--- src/rtl/c8dk_pkg.sv ---
`default_nettype none
package c8dk_pkg;

    // Configuration register indexes
    localparam logic [2:0] CFG_SYNC_FIRST  = 3'd0;
    localparam logic [2:0] CFG_SYNC_SECOND = 3'd1;
    localparam logic [2:0] CFG_EXP_VERSION = 3'd2;
    localparam logic [2:0] CFG_MAX_PAYLOAD = 3'd3;
    localparam logic [2:0] CFG_TIMEOUT     = 3'd4;

    // Configuration reset values
    localparam logic [7:0]  RST_SYNC_FIRST  = 8'hA5;
    localparam logic [7:0]  RST_SYNC_SECOND = 8'h5A;
    localparam logic [7:0]  RST_EXP_VERSION = 8'd1;
    localparam logic [5:0]  RST_MAX_PAYLOAD = 6'd32;
    localparam logic [15:0] RST_TIMEOUT     = 16'd200;

    // Frame and key constants
    localparam logic [7:0]  CRC_POLY     = 8'h07;
    localparam logic [7:0]  FT_KEY_EVENT = 8'd1;
    localparam logic [7:0]  FT_KEY_STATE = 8'd2;
    localparam logic [7:0]  PRESS_CODE   = 8'd1;
    localparam logic [7:0]  CHAR_UPPER_A = 8'h41;
    localparam logic [7:0]  CHAR_UPPER_Z = 8'h5A;
    localparam logic [7:0]  CASE_OFFSET  = 8'd32;
    localparam logic [7:0]  CHAR_ZERO    = 8'h30;
    localparam logic [15:0] SILENCE_MAX  = 16'hFFFF;

    // Key-state frames cover keys '0'..'7'
    localparam int          STATE_KEYS = 8;
    localparam int          KIDX_W     = $clog2(STATE_KEYS);

    // Command queue between front and back
    localparam int          QDEPTH = 4;
    localparam int          QPTR_W = $clog2(QDEPTH);
    localparam int          QCNT_W = $clog2(QDEPTH + 1);

    typedef enum logic [1:0] {
        ACT_PRESS   = 2'd0,
        ACT_RELEASE = 2'd1,
        ACT_RELALL  = 2'd2
    } t_action;

    typedef enum logic [1:0] {
        CMD_KEY    = 2'd0,
        CMD_STATE  = 2'd1,
        CMD_RELALL = 2'd2
    } t_cmd_kind;

    // One queued command; for a key-state frame key holds payload byte zero
    typedef struct packed {
        t_cmd_kind  kind;
        t_action    action;
        logic [7:0] key;
    } t_cmd;

    // Configuration write bundle
    typedef struct packed {
        logic        we;
        logic [2:0]  idx;
        logic [15:0] data;
    } t_cfg_wr;

    // Queue status seen by the front
    typedef struct packed {
        logic full;
        logic empty;
    } t_q_stat;

    // One CRC-8 byte step, MSB first
    function automatic logic [7:0] crc8_step(input logic [7:0] crc, input logic [7:0] data);
        logic [7:0] c;
        c = crc ^ data;
        for (int i = 0; i < 8; i++) begin
            c = c[7] ? ((c << 1) ^ CRC_POLY) : (c << 1);
        end
        return c;
    endfunction

endpackage
`default_nettype wire

--- src/rtl/crc8_frame_deframer_key_events.sv ---
// Results pass the command queue and the back-end command register into the output register.
// Throughput: one input transaction per cycle while the 4-entry command queue has room;
// the back end gives one result per cycle unless stalled; a key-state frame gives 8 results.
// Reset: synchronous, active low; clears parser, silence count, queue and output valid,
// and loads the configuration registers with their defaults.
`default_nettype none
module crc8_frame_deframer_key_events (
    input  wire logic        i_clk,
    input  wire logic        i_rst_n,
    // Configuration write port
    input  wire logic        i_cfg_we,
    input  wire logic [2:0]  i_cfg_idx,
    input  wire logic [15:0] i_cfg_data,
    // Input stream
    input  wire logic        i_s_tvalid,
    output logic             o_s_tready,
    input  wire logic [7:0]  i_s_tdata,   // [7:0] byte_value
    input  wire logic [0:0]  i_s_tuser,   // [0] kind
    // Output stream
    output logic             o_m_tvalid,
    input  wire logic        i_m_tready,
    output logic [15:0]      o_m_tdata,   // [1:0] action, [9:2] key_code, [15:10] zero
    output logic             o_m_tlast    // last
);
    import c8dk_pkg::*;

    t_cfg_wr    cfg;
    t_q_stat    q_stat;
    t_cmd       push_cmd, head_cmd;
    logic       push, pop;
    logic [1:0] action;
    logic [7:0] key_code;

    assign cfg = '{we: i_cfg_we, idx: i_cfg_idx, data: i_cfg_data};

    c8dk_front u_front (
        .i_clk    (i_clk),
        .i_rst_n  (i_rst_n),
        .i_cfg    (cfg),
        .i_valid  (i_s_tvalid),
        .o_ready  (o_s_tready),
        .i_kind   (i_s_tuser[0]),
        .i_byte   (i_s_tdata),
        .i_q_stat (q_stat),
        .o_push   (push),
        .o_cmd    (push_cmd)
    );

    c8dk_queue u_queue (
        .i_clk   (i_clk),
        .i_rst_n (i_rst_n),
        .i_push  (push),
        .i_cmd   (push_cmd),
        .i_pop   (pop),
        .o_cmd   (head_cmd),
        .o_stat  (q_stat)
    );

    c8dk_back u_back (
        .i_clk    (i_clk),
        .i_rst_n  (i_rst_n),
        .i_q_stat (q_stat),
        .i_cmd    (head_cmd),
        .o_pop    (pop),
        .o_valid  (o_m_tvalid),
        .i_ready  (i_m_tready),
        .o_action (action),
        .o_key    (key_code),
        .o_last   (o_m_tlast)
    );

    assign o_m_tdata = {6'b000000, key_code, action};

endmodule
`default_nettype wire

--- src/rtl/c8dk_queue.sv ---
`default_nettype none
module c8dk_queue (
    input  wire logic            i_clk,
    input  wire logic            i_rst_n,
    input  wire logic            i_push,
    input  wire c8dk_pkg::t_cmd  i_cmd,
    input  wire logic            i_pop,
    output c8dk_pkg::t_cmd       o_cmd,
    output c8dk_pkg::t_q_stat    o_stat
);
    import c8dk_pkg::*;

    t_cmd              r_mem [QDEPTH];
    logic [QPTR_W-1:0] r_wp, n_wp;
    logic [QPTR_W-1:0] r_rp, n_rp;
    logic [QCNT_W-1:0] r_cnt, n_cnt;
    logic              do_push, do_pop;

    assign o_stat.full  = (r_cnt == QCNT_W'(QDEPTH));
    assign o_stat.empty = (r_cnt == '0);
    assign do_push      = i_push && !o_stat.full;
    assign do_pop       = i_pop && !o_stat.empty;
    assign o_cmd        = r_mem[r_rp];

    // Advance pointers and count
    always_comb begin
        n_wp  = do_push ? r_wp + 1'b1 : r_wp;
        n_rp  = do_pop  ? r_rp + 1'b1 : r_rp;
        n_cnt = r_cnt;
        if (do_push && !do_pop) begin
            n_cnt = r_cnt + 1'b1;
        end else if (do_pop && !do_push) begin
            n_cnt = r_cnt - 1'b1;
        end
    end

    always_ff @(posedge i_clk) begin
        if (!i_rst_n) begin
            r_wp  <= '0;
            r_rp  <= '0;
            r_cnt <= '0;
        end else begin
            r_wp  <= n_wp;
            r_rp  <= n_rp;
            r_cnt <= n_cnt;
        end
    end

    // Store entry payload
    always_ff @(posedge i_clk) begin
        if (do_push) begin
            r_mem[r_wp] <= i_cmd;
        end
    end

endmodule
`default_nettype wire

--- src/rtl/c8dk_front.sv ---
`default_nettype none
module c8dk_front (
    input  wire logic              i_clk,
    input  wire logic              i_rst_n,
    input  wire c8dk_pkg::t_cfg_wr i_cfg,
    input  wire logic              i_valid,
    output logic                   o_ready,
    input  wire logic              i_kind,
    input  wire logic [7:0]        i_byte,
    input  wire c8dk_pkg::t_q_stat i_q_stat,
    output logic                   o_push,
    output c8dk_pkg::t_cmd         o_cmd
);
    import c8dk_pkg::*;

    typedef enum logic [4:0] {
        PH_SYNC1   = 5'b00001,
        PH_SYNC2   = 5'b00010,
        PH_HEADER  = 5'b00100,
        PH_PAYLOAD = 5'b01000,
        PH_CRC     = 5'b10000
    } t_phase;

    // Configuration registers
    logic [7:0]  r_sync1, r_sync2, r_exp_ver;
    logic [5:0]  r_max_len;
    logic [15:0] r_timeout;

    // Parser and timeout state
    t_phase      r_phase, n_phase;
    logic [5:0]  r_pos, n_pos;
    logic [5:0]  r_len, n_len;
    logic [7:0]  r_crc, n_crc;
    logic [7:0]  r_ver, n_ver;
    logic [7:0]  r_type, n_type;
    logic [7:0]  r_b0, n_b0;
    logic [7:0]  r_b1, n_b1;
    logic [15:0] r_sil, n_sil;
    logic        r_held, n_held;

    logic        accept;
    logic [7:0]  crc_next;
    logic [5:0]  pos_inc;
    logic [7:0]  key_fold;

    assign o_ready  = !i_q_stat.full;
    assign accept   = i_valid && o_ready;
    assign crc_next = crc8_step(r_crc, i_byte);
    assign pos_inc  = r_pos + 1'b1;
    assign key_fold = (r_b0 >= CHAR_UPPER_A && r_b0 <= CHAR_UPPER_Z) ? r_b0 + CASE_OFFSET
                                                                     : r_b0;

    // Classify the transaction and update parser state
    always_comb begin
        n_phase = r_phase;
        n_pos   = r_pos;
        n_len   = r_len;
        n_crc   = r_crc;
        n_ver   = r_ver;
        n_type  = r_type;
        n_b0    = r_b0;
        n_b1    = r_b1;
        n_sil   = r_sil;
        n_held  = r_held;
        o_push  = 1'b0;
        o_cmd   = '{kind: CMD_RELALL, action: ACT_RELALL, key: 8'd0};
        if (accept) begin
            if (i_kind) begin
                // Millisecond tick: count silence, release held keys on timeout
                n_sil = (r_sil == SILENCE_MAX) ? r_sil : r_sil + 1'b1;
                if (r_held && n_sil > r_timeout) begin
                    o_push = 1'b1;
                    n_held = 1'b0;
                end
            end else begin
                n_sil = '0;
                unique case (r_phase)
                    PH_SYNC2: begin
                        if (i_byte == r_sync2) begin
                            n_phase = PH_HEADER;
                            n_pos   = '0;
                            n_crc   = '0;
                        end else begin
                            n_phase = PH_SYNC1;
                        end
                    end
                    PH_HEADER: begin
                        n_crc = crc_next;
                        if (r_pos == 6'd0) begin
                            n_ver = i_byte;
                        end else if (r_pos == 6'd1) begin
                            n_type = i_byte;
                        end
                        if (r_pos == 6'd4) begin
                            n_pos = '0;
                            if (i_byte > {2'b00, r_max_len}) begin
                                n_phase = PH_SYNC1;
                            end else begin
                                n_len   = i_byte[5:0];
                                n_phase = (i_byte[5:0] == 6'd0) ? PH_CRC : PH_PAYLOAD;
                            end
                        end else begin
                            n_pos = pos_inc;
                        end
                    end
                    PH_PAYLOAD: begin
                        n_crc = crc_next;
                        if (r_pos == 6'd0) begin
                            n_b0 = i_byte;
                        end else if (r_pos == 6'd1) begin
                            n_b1 = i_byte;
                        end
                        n_pos = pos_inc;
                        if (pos_inc == r_len || pos_inc == 6'd0) begin
                            n_phase = PH_CRC;
                        end
                    end
                    PH_CRC: begin
                        // Frame end: check CRC, version and payload length
                        n_phase = PH_SYNC1;
                        if (i_byte == r_crc && r_ver == r_exp_ver && r_len >= 6'd2) begin
                            if (r_type == FT_KEY_EVENT) begin
                                o_push     = 1'b1;
                                o_cmd.kind = CMD_KEY;
                                o_cmd.action = (r_b1 == PRESS_CODE) ? ACT_PRESS : ACT_RELEASE;
                                o_cmd.key  = key_fold;
                                n_held     = 1'b1;
                            end else if (r_type == FT_KEY_STATE) begin
                                o_push       = 1'b1;
                                o_cmd.kind   = CMD_STATE;
                                o_cmd.action = ACT_PRESS;
                                o_cmd.key    = r_b0;
                                n_held       = |(r_b0 | r_b1);
                            end
                        end
                    end
                    default: begin
                        // Hunt the first sync byte
                        n_phase = (i_byte == r_sync1) ? PH_SYNC2 : PH_SYNC1;
                    end
                endcase
            end
        end
    end

    // Parser control state
    always_ff @(posedge i_clk) begin
        if (!i_rst_n) begin
            r_phase <= PH_SYNC1;
            r_pos   <= '0;
            r_len   <= '0;
            r_crc   <= '0;
            r_ver   <= '0;
            r_type  <= '0;
            r_b0    <= '0;
            r_b1    <= '0;
            r_sil   <= '0;
            r_held  <= 1'b0;
        end else begin
            r_phase <= n_phase;
            r_pos   <= n_pos;
            r_len   <= n_len;
            r_crc   <= n_crc;
            r_ver   <= n_ver;
            r_type  <= n_type;
            r_b0    <= n_b0;
            r_b1    <= n_b1;
            r_sil   <= n_sil;
            r_held  <= n_held;
        end
    end

    // Configuration writes
    always_ff @(posedge i_clk) begin
        if (!i_rst_n) begin
            r_sync1   <= RST_SYNC_FIRST;
            r_sync2   <= RST_SYNC_SECOND;
            r_exp_ver <= RST_EXP_VERSION;
            r_max_len <= RST_MAX_PAYLOAD;
            r_timeout <= RST_TIMEOUT;
        end else if (i_cfg.we) begin
            unique case (i_cfg.idx)
                CFG_SYNC_FIRST:  r_sync1   <= i_cfg.data[7:0];
                CFG_SYNC_SECOND: r_sync2   <= i_cfg.data[7:0];
                CFG_EXP_VERSION: r_exp_ver <= i_cfg.data[7:0];
                CFG_MAX_PAYLOAD: r_max_len <= i_cfg.data[5:0];
                CFG_TIMEOUT:     r_timeout <= i_cfg.data;
                default: ;
            endcase
        end
    end

endmodule
`default_nettype wire

--- src/rtl/c8dk_back.sv ---
`default_nettype none
module c8dk_back (
    input  wire logic              i_clk,
    input  wire logic              i_rst_n,
    input  wire c8dk_pkg::t_q_stat i_q_stat,
    input  wire c8dk_pkg::t_cmd    i_cmd,
    output logic                   o_pop,
    output logic                   o_valid,
    input  wire logic              i_ready,
    output logic [1:0]             o_action,
    output logic [7:0]             o_key,
    output logic                   o_last
);
    import c8dk_pkg::*;

    logic              r_busy, n_busy;
    t_cmd              r_cmd, n_cmd;
    logic [KIDX_W-1:0] r_idx, n_idx;
    logic              r_ovalid, n_ovalid;
    t_action           r_act, n_act;
    logic [7:0]        r_key, n_key;
    logic              r_last, n_last;

    t_action           g_act;
    logic [7:0]        g_key;
    logic              g_last;
    logic              load;

    // Form the next result of the current command
    always_comb begin
        unique case (r_cmd.kind)
            CMD_KEY: begin
                g_act  = r_cmd.action;
                g_key  = r_cmd.key;
                g_last = 1'b1;
            end
            CMD_STATE: begin
                g_act  = r_cmd.key[r_idx] ? ACT_PRESS : ACT_RELEASE;
                g_key  = CHAR_ZERO + 8'(r_idx);
                g_last = (r_idx == KIDX_W'(STATE_KEYS - 1));
            end
            default: begin
                g_act  = ACT_RELALL;
                g_key  = 8'd0;
                g_last = 1'b1;
            end
        endcase
    end

    assign load  = r_busy && (!r_ovalid || i_ready);
    assign o_pop = !i_q_stat.empty && (!r_busy || (load && g_last));

    // Sequence commands and hold the output register
    always_comb begin
        n_busy   = r_busy;
        n_cmd    = r_cmd;
        n_idx    = r_idx;
        n_ovalid = r_ovalid;
        n_act    = r_act;
        n_key    = r_key;
        n_last   = r_last;
        if (o_pop) begin
            n_busy = 1'b1;
            n_cmd  = i_cmd;
            n_idx  = '0;
        end else if (load && g_last) begin
            n_busy = 1'b0;
        end else if (load) begin
            n_idx = r_idx + 1'b1;
        end
        if (load) begin
            n_ovalid = 1'b1;
            n_act    = g_act;
            n_key    = g_key;
            n_last   = g_last;
        end else if (i_ready) begin
            n_ovalid = 1'b0;
        end
    end

    always_ff @(posedge i_clk) begin
        if (!i_rst_n) begin
            r_busy   <= 1'b0;
            r_ovalid <= 1'b0;
            r_idx    <= '0;
        end else begin
            r_busy   <= n_busy;
            r_ovalid <= n_ovalid;
            r_idx    <= n_idx;
        end
    end

    // Payload registers
    always_ff @(posedge i_clk) begin
        r_cmd  <= n_cmd;
        r_act  <= n_act;
        r_key  <= n_key;
        r_last <= n_last;
    end

    assign o_valid  = r_ovalid;
    assign o_action = r_act;
    assign o_key    = r_key;
    assign o_last   = r_last;

endmodule
`default_nettype wire

--- config.mk ---
export PLATFORM = sky130hd
export DESIGN_NAME = crc8_frame_deframer_key_events
export DESIGN_NICKNAME = d
export VERILOG_FILES = /design/src/rtl/c8dk_pkg.sv /design/src/rtl/crc8_frame_deframer_key_events.sv /design/src/rtl/c8dk_queue.sv /design/src/rtl/c8dk_front.sv /design/src/rtl/c8dk_back.sv
export SDC_FILE = /design/constraint.sdc
export NUM_CORES = 1
export LEC_CHECK = 0
export BUFFER_PORTS_ARGS = -buffer_cell sky130_fd_sc_hd__clkbuf_2
export CAP_MARGIN = 20
export CORE_MARGIN = 2
export CORE_UTILIZATION = 61
export DETAILED_ROUTE_END_ITERATION = 16
export PLACE_DENSITY = 0.85
export SKIP_CTS_REPAIR_TIMING = 1
export SYNTH_ARGS = -nofsm -noshare
export SYNTH_HDL_FRONTEND = slang
export SYNTH_SLANG_ARGS = --single-unit
--- constraint.sdc ---
create_clock -name i_clk -period 4.7 [get_ports i_clk]
set_input_delay 0.47 -clock i_clk [delete_from_list [all_inputs] [get_ports i_clk]]
set_output_delay 0.47 -clock i_clk [all_outputs]
set_load 0.01 [all_outputs]
-- After elaboration in Yosys (flattened, before gate mapping)
Memory sizes are Yosys's and may differ from the RTL's. A register that Yosys moved wholly into a read port is not among the register bits.
Cells that the tools add are included.
- mux-type cells: 57
- $add $sub $neg: 9
- bitwise operators: 15
- reduce and logical (&&, ||, !) cells: 53
- equal/unequal tests: 26
- magnitude comparators: 6
- operators by type and width (kind ; number):
    2-to-1 mux 12 bit ; 6
    2-to-1 mux 3 bit ; 11
    equality test 8 bit ; 4
    2-to-1 mux 16 bit ; 2
    one-hot mux 8 bit (2 select lines) ; 2
    NOT 3 bit ; 8
    2-to-1 mux 1 bit ; 23
    2-to-1 mux 5 bit ; 4
    one-hot mux 5 bit (4 select lines) ; 1
    AND reduction 4 bit ; 5
    AND reduction 5 bit ; 4
    logical NOT 6 bit ; 3
    one-hot mux 6 bit (3 select lines) ; 1
    adder 16 x 1 -> 16 bit, second input constant ; 1
    equality test 16 bit, second input constant ; 1
    equality test 8 x 1 -> 1 bit, second input constant ; 2
    greater-than comparator 16 bit ; 1
    2-to-1 mux 8 bit ; 2
    logical AND 1 bit ; 12
    2-to-1 mux 6 bit ; 2
    AND reduction 2 bit ; 6
    nonzero test 2 bit ; 6
    equality test 3 bit, second input constant ; 3
    adder 8 x 6 -> 8 bit, second input constant ; 1
    35 further kinds ; 55
- memories: 1
- register bits after elaboration: 143
- input bits: 33
- memory bits (writable): 48
- memory list (name ; words ; bits a word ; read ports ; clocked after memory_dff ; wr ports ; RTL line ; text):
    u_queue.r_mem ; 4 ; 12 ; 1 ; 1 ; 1 ; c8dk_queue.sv:13 ; t_cmd r_mem [QDEPTH];

-- Logic depth before layout (Yosys ltp)
- depth after elaboration: 18
- depth in mapped cells: 20
- gate-level depth less buffers: 19

-- By module
Synthesis repeated with hierarchy kept, for this count alone.
- cell total of the unflattened synthesis: 994
- area total of the unflattened synthesis: 10019.6 sq um
- modules (own cells, without submodules) (module ; instances ; cells an instance ; area an instance (sq um)):
    c8dk_front ; 1 ; 797 ; 6592.6
    c8dk_queue ; 1 ; 110 ; 2217.1
    c8dk_back ; 1 ; 80 ; 1161.1
    crc8_frame_deframer_key_events ; 1 ; 7 ; 48.8

-- Worst setup path after synthesis
No wires, ideal clock.
- kind: register to register
- start: register u_front.r_sil[0]
- end: register u_queue.r_cnt[2]
- path slack: 0.662 ns
- arrival: 3.968 ns
- period minus slack after synthesis: 4.038 ns
- stages on the path, launching flop included: 21
- setup time: 0.070 ns
- data required time: 4.630 ns
- path buffers: 1
- path through: dfxtp_1 ha_1 and2_1 nand3_1 or2_2 clkbuf_1 nand2_1 nor2_1 xor2_1 ha_1 nand4_1 or4_1 and3_4 a32oi_2 nand2_2 ha_1 inv_1 fa_1 xor2_1 or3_1 a21oi_1
- cells in the longest elaborated chain, start to end: 11
- elaborated cells on any way between the ends: 14
- classes of those cells: add/sub (1); order compare (1); eq/ne (1); mux (5); reduce/logical (6)
- RTL lines (item ; RTL line ; text):
    start, declared ; c8dk_front.sv:38 ; logic [15:0] r_sil, n_sil;
    start signal, assigned ; c8dk_front.sv:168 ; r_sil <= n_sil;
    adder 16 x 1 -> 16 bit / equality test 16 bit (equally long branches) ; c8dk_front.sv:70 ; n_sil = (r_sil == SILENCE_MAX) ? r_sil : r_sil + 1'b1;
    2-to-1 mux 16 bit * ; c8dk_front.sv:70 ;
    greater-than comparator 16 bit * ; c8dk_front.sv:71 ; if (r_held && n_sil > r_timeout) begin
    logical AND 1 bit * ; c8dk_front.sv:71 ;
    2-to-1 mux 1 bit * ; c8dk_front.sv:71 ;
    2-to-1 mux 1 bit * ; c8dk_front.sv:68 ; if (i_kind) begin
    2-to-1 mux 1 bit * ; c8dk_front.sv:67 ; if (accept) begin
    logical AND 1 bit * ; c8dk_queue.sv:21 ; assign do_push = i_push && !o_stat.full;
    named net u_queue.do_push ; c8dk_queue.sv:17 ; logic do_push, do_pop;
    logical NOT 1 bit ; c8dk_queue.sv:32 ; end else if (do_pop && !do_push) begin
    logical AND 1 bit ; c8dk_queue.sv:32 ;
    nonzero test 2 bit (no source line) ; -- ;
    end signal, assigned ; c8dk_queue.sv:45 ; r_cnt <= n_cnt;
    end, declared ; c8dk_queue.sv:16 ; logic [QCNT_W-1:0] r_cnt, n_cnt;
The timed path passes the listed nets; every way through them passes the cells marked *.
A chain may end at the register's enable or synchronous reset.

-- Final worst setup path
Same ends and word-level chain as after synthesis.

==> summary.txt <==
Status
  • Status: complete, no violations

Logic synthesis
  • Synth cell types: 75
  • Predominant post-synthesis flop cell: dfxtp_1
  • Ys Warns: 0
  • Cells after synthesis: 997
  • Syn_area_per_cell: 9.766 um^2
  • Post-synth EDFFs: 66
  • Mapped cell area: 9737 um^2
  • Seq/Total Area, Yosys: 47.49%
  • Yosys reg bits: 198
  • Ys async rst share: 0%

Floorplan
  • Die extent in y: 130.3 um
  • Initial Util: 61.74%
  • Row cnt: 46
  • Chip width: 130.3 um
  • DIE AREA: 16990 um^2
  • IO Pins: 52
  • Core area: 15770 um^2

Critical path
  • Ordered cell list for the critical path: ha_1, nand2_1, nor3_1, and3_1, mux2_2, ha_1, nand4_1, or4_1, and3_4, a32oi_2, nand2_2, ha_1, inv_1, fa_1, xor2_1, or3_1, a21oi_1
  • Startpoint types: flip-flop
  • Worst path arrival time: 4.77 ns
  • CP Launch Point: u_front.r_sil[0]
  • Crit path max-delay cell type: or4_1
  • Most Frequent Cell on Critical Path: ha_1
  • Critical R2R Capture: u_queue.r_cnt[2]
  • Required @ worst endpoint: 5.07 ns
  • Flop2flop setup slack: 0.30 ns
  • Setup crit end: u_queue.r_cnt[2]
  • Reg2Reg Depth: 17
  • CP Capture Type: flip-flop
  • Crit Path Category: reg2reg
  • Reg2reg start: u_front.r_sil[0]
  • Largest incremental delay on the critical path: 0.59 ns
  • Crit Path Max Fanout: 7

Clock tree
  • Root Driver: clkbuf_16
  • CTS max path bufs: 2
  • Total CTS buffers: 17
  • Clock latency on the worst-skew pair: 0.44 ns
  • H-tree depth: 4
  • CTS Sinks: 198
  • CTS tree: done
  • Clock slew at reported path FFs: 0.08 ns

Place
  • DP Area: 10020 um^2
  • Detail Placement HPWL: 13.92 mm
  • DP Worst Slack: 0.4492 ns
  • GP Congestion: 0.8598
  • Number of port buffers: 45

STA
  • Final hold violations: 0
  • Worst-margin pin slew: 0.8956 ns
  • Clk_skew: 0.01147 ns
  • Final WS setup: 0.2992 ns
  • Fmax: 227.2 MHz
  • Final setup violation count: 0
  • Relative slew slack: 40.17%
  • Final min period: 4.401 ns
  • Sum Neg Setup Slack: 0 ns
  • Final worst path period share: 93.63%
  • Pins Over Slew Limit: 0
  • RSZ-0062 raised after global routing: false

Routing
  • Routed wire per std cell: 16.88 um
  • Post-detailed-route count of antenna-violating nets: 0
  • Number of DRC markers in iteration 0: 565
  • DRT Wirelength: 21.00 mm
  • DRC viols: 0
  • Vias post-DR: 7266
  • Via density: 5.841
  • Drt first pass iters: 7

GRT
  • Grt total ovfl: 0
  • Global Route Usage Sum: 26.18%
  • Initial antenna violation count: 0
  • Largest net degree at the start of global routing: 51
  • Global-route wire length before repair: 34.50 mm
  • Vias in the first global route: 7019

Power and ir drop
  • Peak supply drop: 284.6 uV
  • Power per cell area: 318.9 nW/um^2
  • Leak: 3.826 nW

Finish
  • Final net count: 1086
  • Most common cell after layout, fill and taps aside: dfxtp_1
  • Area Overhead vs Synth: 9.059%
  • Most frequent cells in the layout: 132 x dfxtp_1, 129 x nand2_1, 103 x nor2_1
  • Layout cells sized above 1: 11.96%
  • Post-layout instance area: 10620 um^2
  • Antenna diodes: 0

Flow run
  • Max cap viols: 0

Hold path
  • HP Class: in2reg
[metrics by stage]
step	power, mW	hold slack (ns)	instances	utilization, %
final	3.386	0.2464	1244	67.34
after global routing	3.486	0.2487	1244	67.34
after CTS	3.399	0.2355	1244	67.30
after detailed placement	1.977	0.4469	1212	63.57
after global placement	1.973	0.4431	1212	63.57
after floorplan	1.928	0.4363	1002	-
[metal layers]
layer	track usage, %	part of all wire (%)	up-vias
met1	33.49	44	3475
met5	0	0	-
met2	45.18	49	216
li1	-	-	3542
met3	5.576	5.2	33
met4	7.447	1.6	0
[state kept, by name, indices dropped and copies added, names as in the netlist, 6 cells and up]
name               flops
u_back.o_key           8
u_front.r_len          6
u_front.r_exp_ver      8
u_queue.r_mem         44
u_front.r_crc          8
u_front.r_timeout     16
u_front.r_b0           8
u_front.r_b1           8
u_front.r_ver          8
u_front.r_type         8
u_front.r_pos          6
u_front.r_sil         16
u_back.r_cmd          11
u_front.r_max_len      6
u_front.r_sync2        8
u_front.r_sync1        8
[kinds of logic after synthesis]
family | Yosys count | share of synthesized area (%)
AND/OR/NAND/NOR | 392 | 19.52
flip-flops | 198 | 47.49
AO/OA/AOI/OAI | 144 | 9.407
buffers and inverters | 91 | 4.035
multiplexers | 67 | 8.610
XOR/XNOR | 66 | 5.937
adder cells (fa/ha/maj) | 38 | 4.960
other | 1 | 0.03851
[area by class of cell]
type / count / area (um^2)
Clock buffer: 18 / 429.2
Clock inverter: 14 / 158.9
Fill cell: 1197 / 5151
Inverter: 36 / 136.4
Multi-Input combinational cell: 713 / 4745
Sequential cell: 198 / 4624
Tap cell: 216 / 270.3
Timing Repair Buffer: 49 / 255.2
[critical path, delay by kind of cell, from the launching register on]
kind                     cells  cell delay [ns]
XOR/XNOR                     1             0.09
flip-flops                   1             0.41
AO/OA/AOI/OAI                2             0.38
AND/OR/NAND/NOR              8             2.06
buffers and inverters        1             0.08
multiplexers                 1             0.35
adder cells (fa/ha/maj)      4             0.97
[worst min path at each step]
stage | start | endpoint | slack [ns] | cells after the start
2_1_floorplan | u_front.r_max_len[1] | u_front.r_max_len[1] | 0.44 | 2
3_3_place_gp | u_front.r_timeout[1] | u_front.r_timeout[1] | 0.44 | 2
3_5_place_dp | u_front.r_timeout[12] | u_front.r_timeout[12] | 0.45 | 2
4_1_cts | i_cfg_data[15] | u_front.r_timeout[15] | 0.24 | 3
5_1_grt | i_cfg_data[14] | u_front.r_timeout[14] | 0.25 | 3
6_report | i_cfg_data[14] | u_front.r_timeout[14] | 0.25 | 3
[cells in the mapped netlist (2+ instances only)]
cell	count	share of area, %
ha_1	37	4.8
xnor2_1	30	2.7
o21a_1	3	0.23
a21oi_1	68	3.5
and2_1	15	0.96
and3_1	12	0.77
nor3_1	11	0.57
nand2b_1	5	0.32
o21ai_1	3	0.15
a21o_1	5	0.39
mux2i_1	50	5.1
edfxtp_1	66	20
or4_1	8	0.62
xor2_1	36	3.2
a31o_2	2	0.18
mux2_2	4	0.46
nand2_1	129	5.0
o21ai_0	17	0.87
nand3b_1	5	0.39
dfxtp_1	132	27
nand3_2	2	0.21
nand2_2	2	0.13
nand3_1	35	1.8
a31oi_1	6	0.39
or2_2	4	0.26
clkbuf_1	30	1.2
nand4_1	15	0.96
o211ai_1	9	0.69
inv_1	36	1.4
o31ai_1	3	0.23
a22oi_1	7	0.54
nor2b_1	8	0.51
nor3b_1	3	0.23
and4_1	2	0.18
nor2_2	2	0.13
buf_1	4	0.15
and3_4	2	0.23
nor2_1	103	4.0
mux4_2	13	3.0
o22ai_1	2	0.13
buf_2	11	0.57
nor4_1	9	0.58
buf_4	10	0.77
or3_1	8	0.51
nand4b_1	3	0.27
[report_power, final]
part	internal [mW]	leakage, nW	switching [mW]
Combinational	0.0561	1.99	0.113
Sequential	1.77	1.55	0.00745
Clock	0.757	0.282	0.687
Total	2.58	3.83	0.808
No activity file was read; power rests on OpenSTA's default activity.
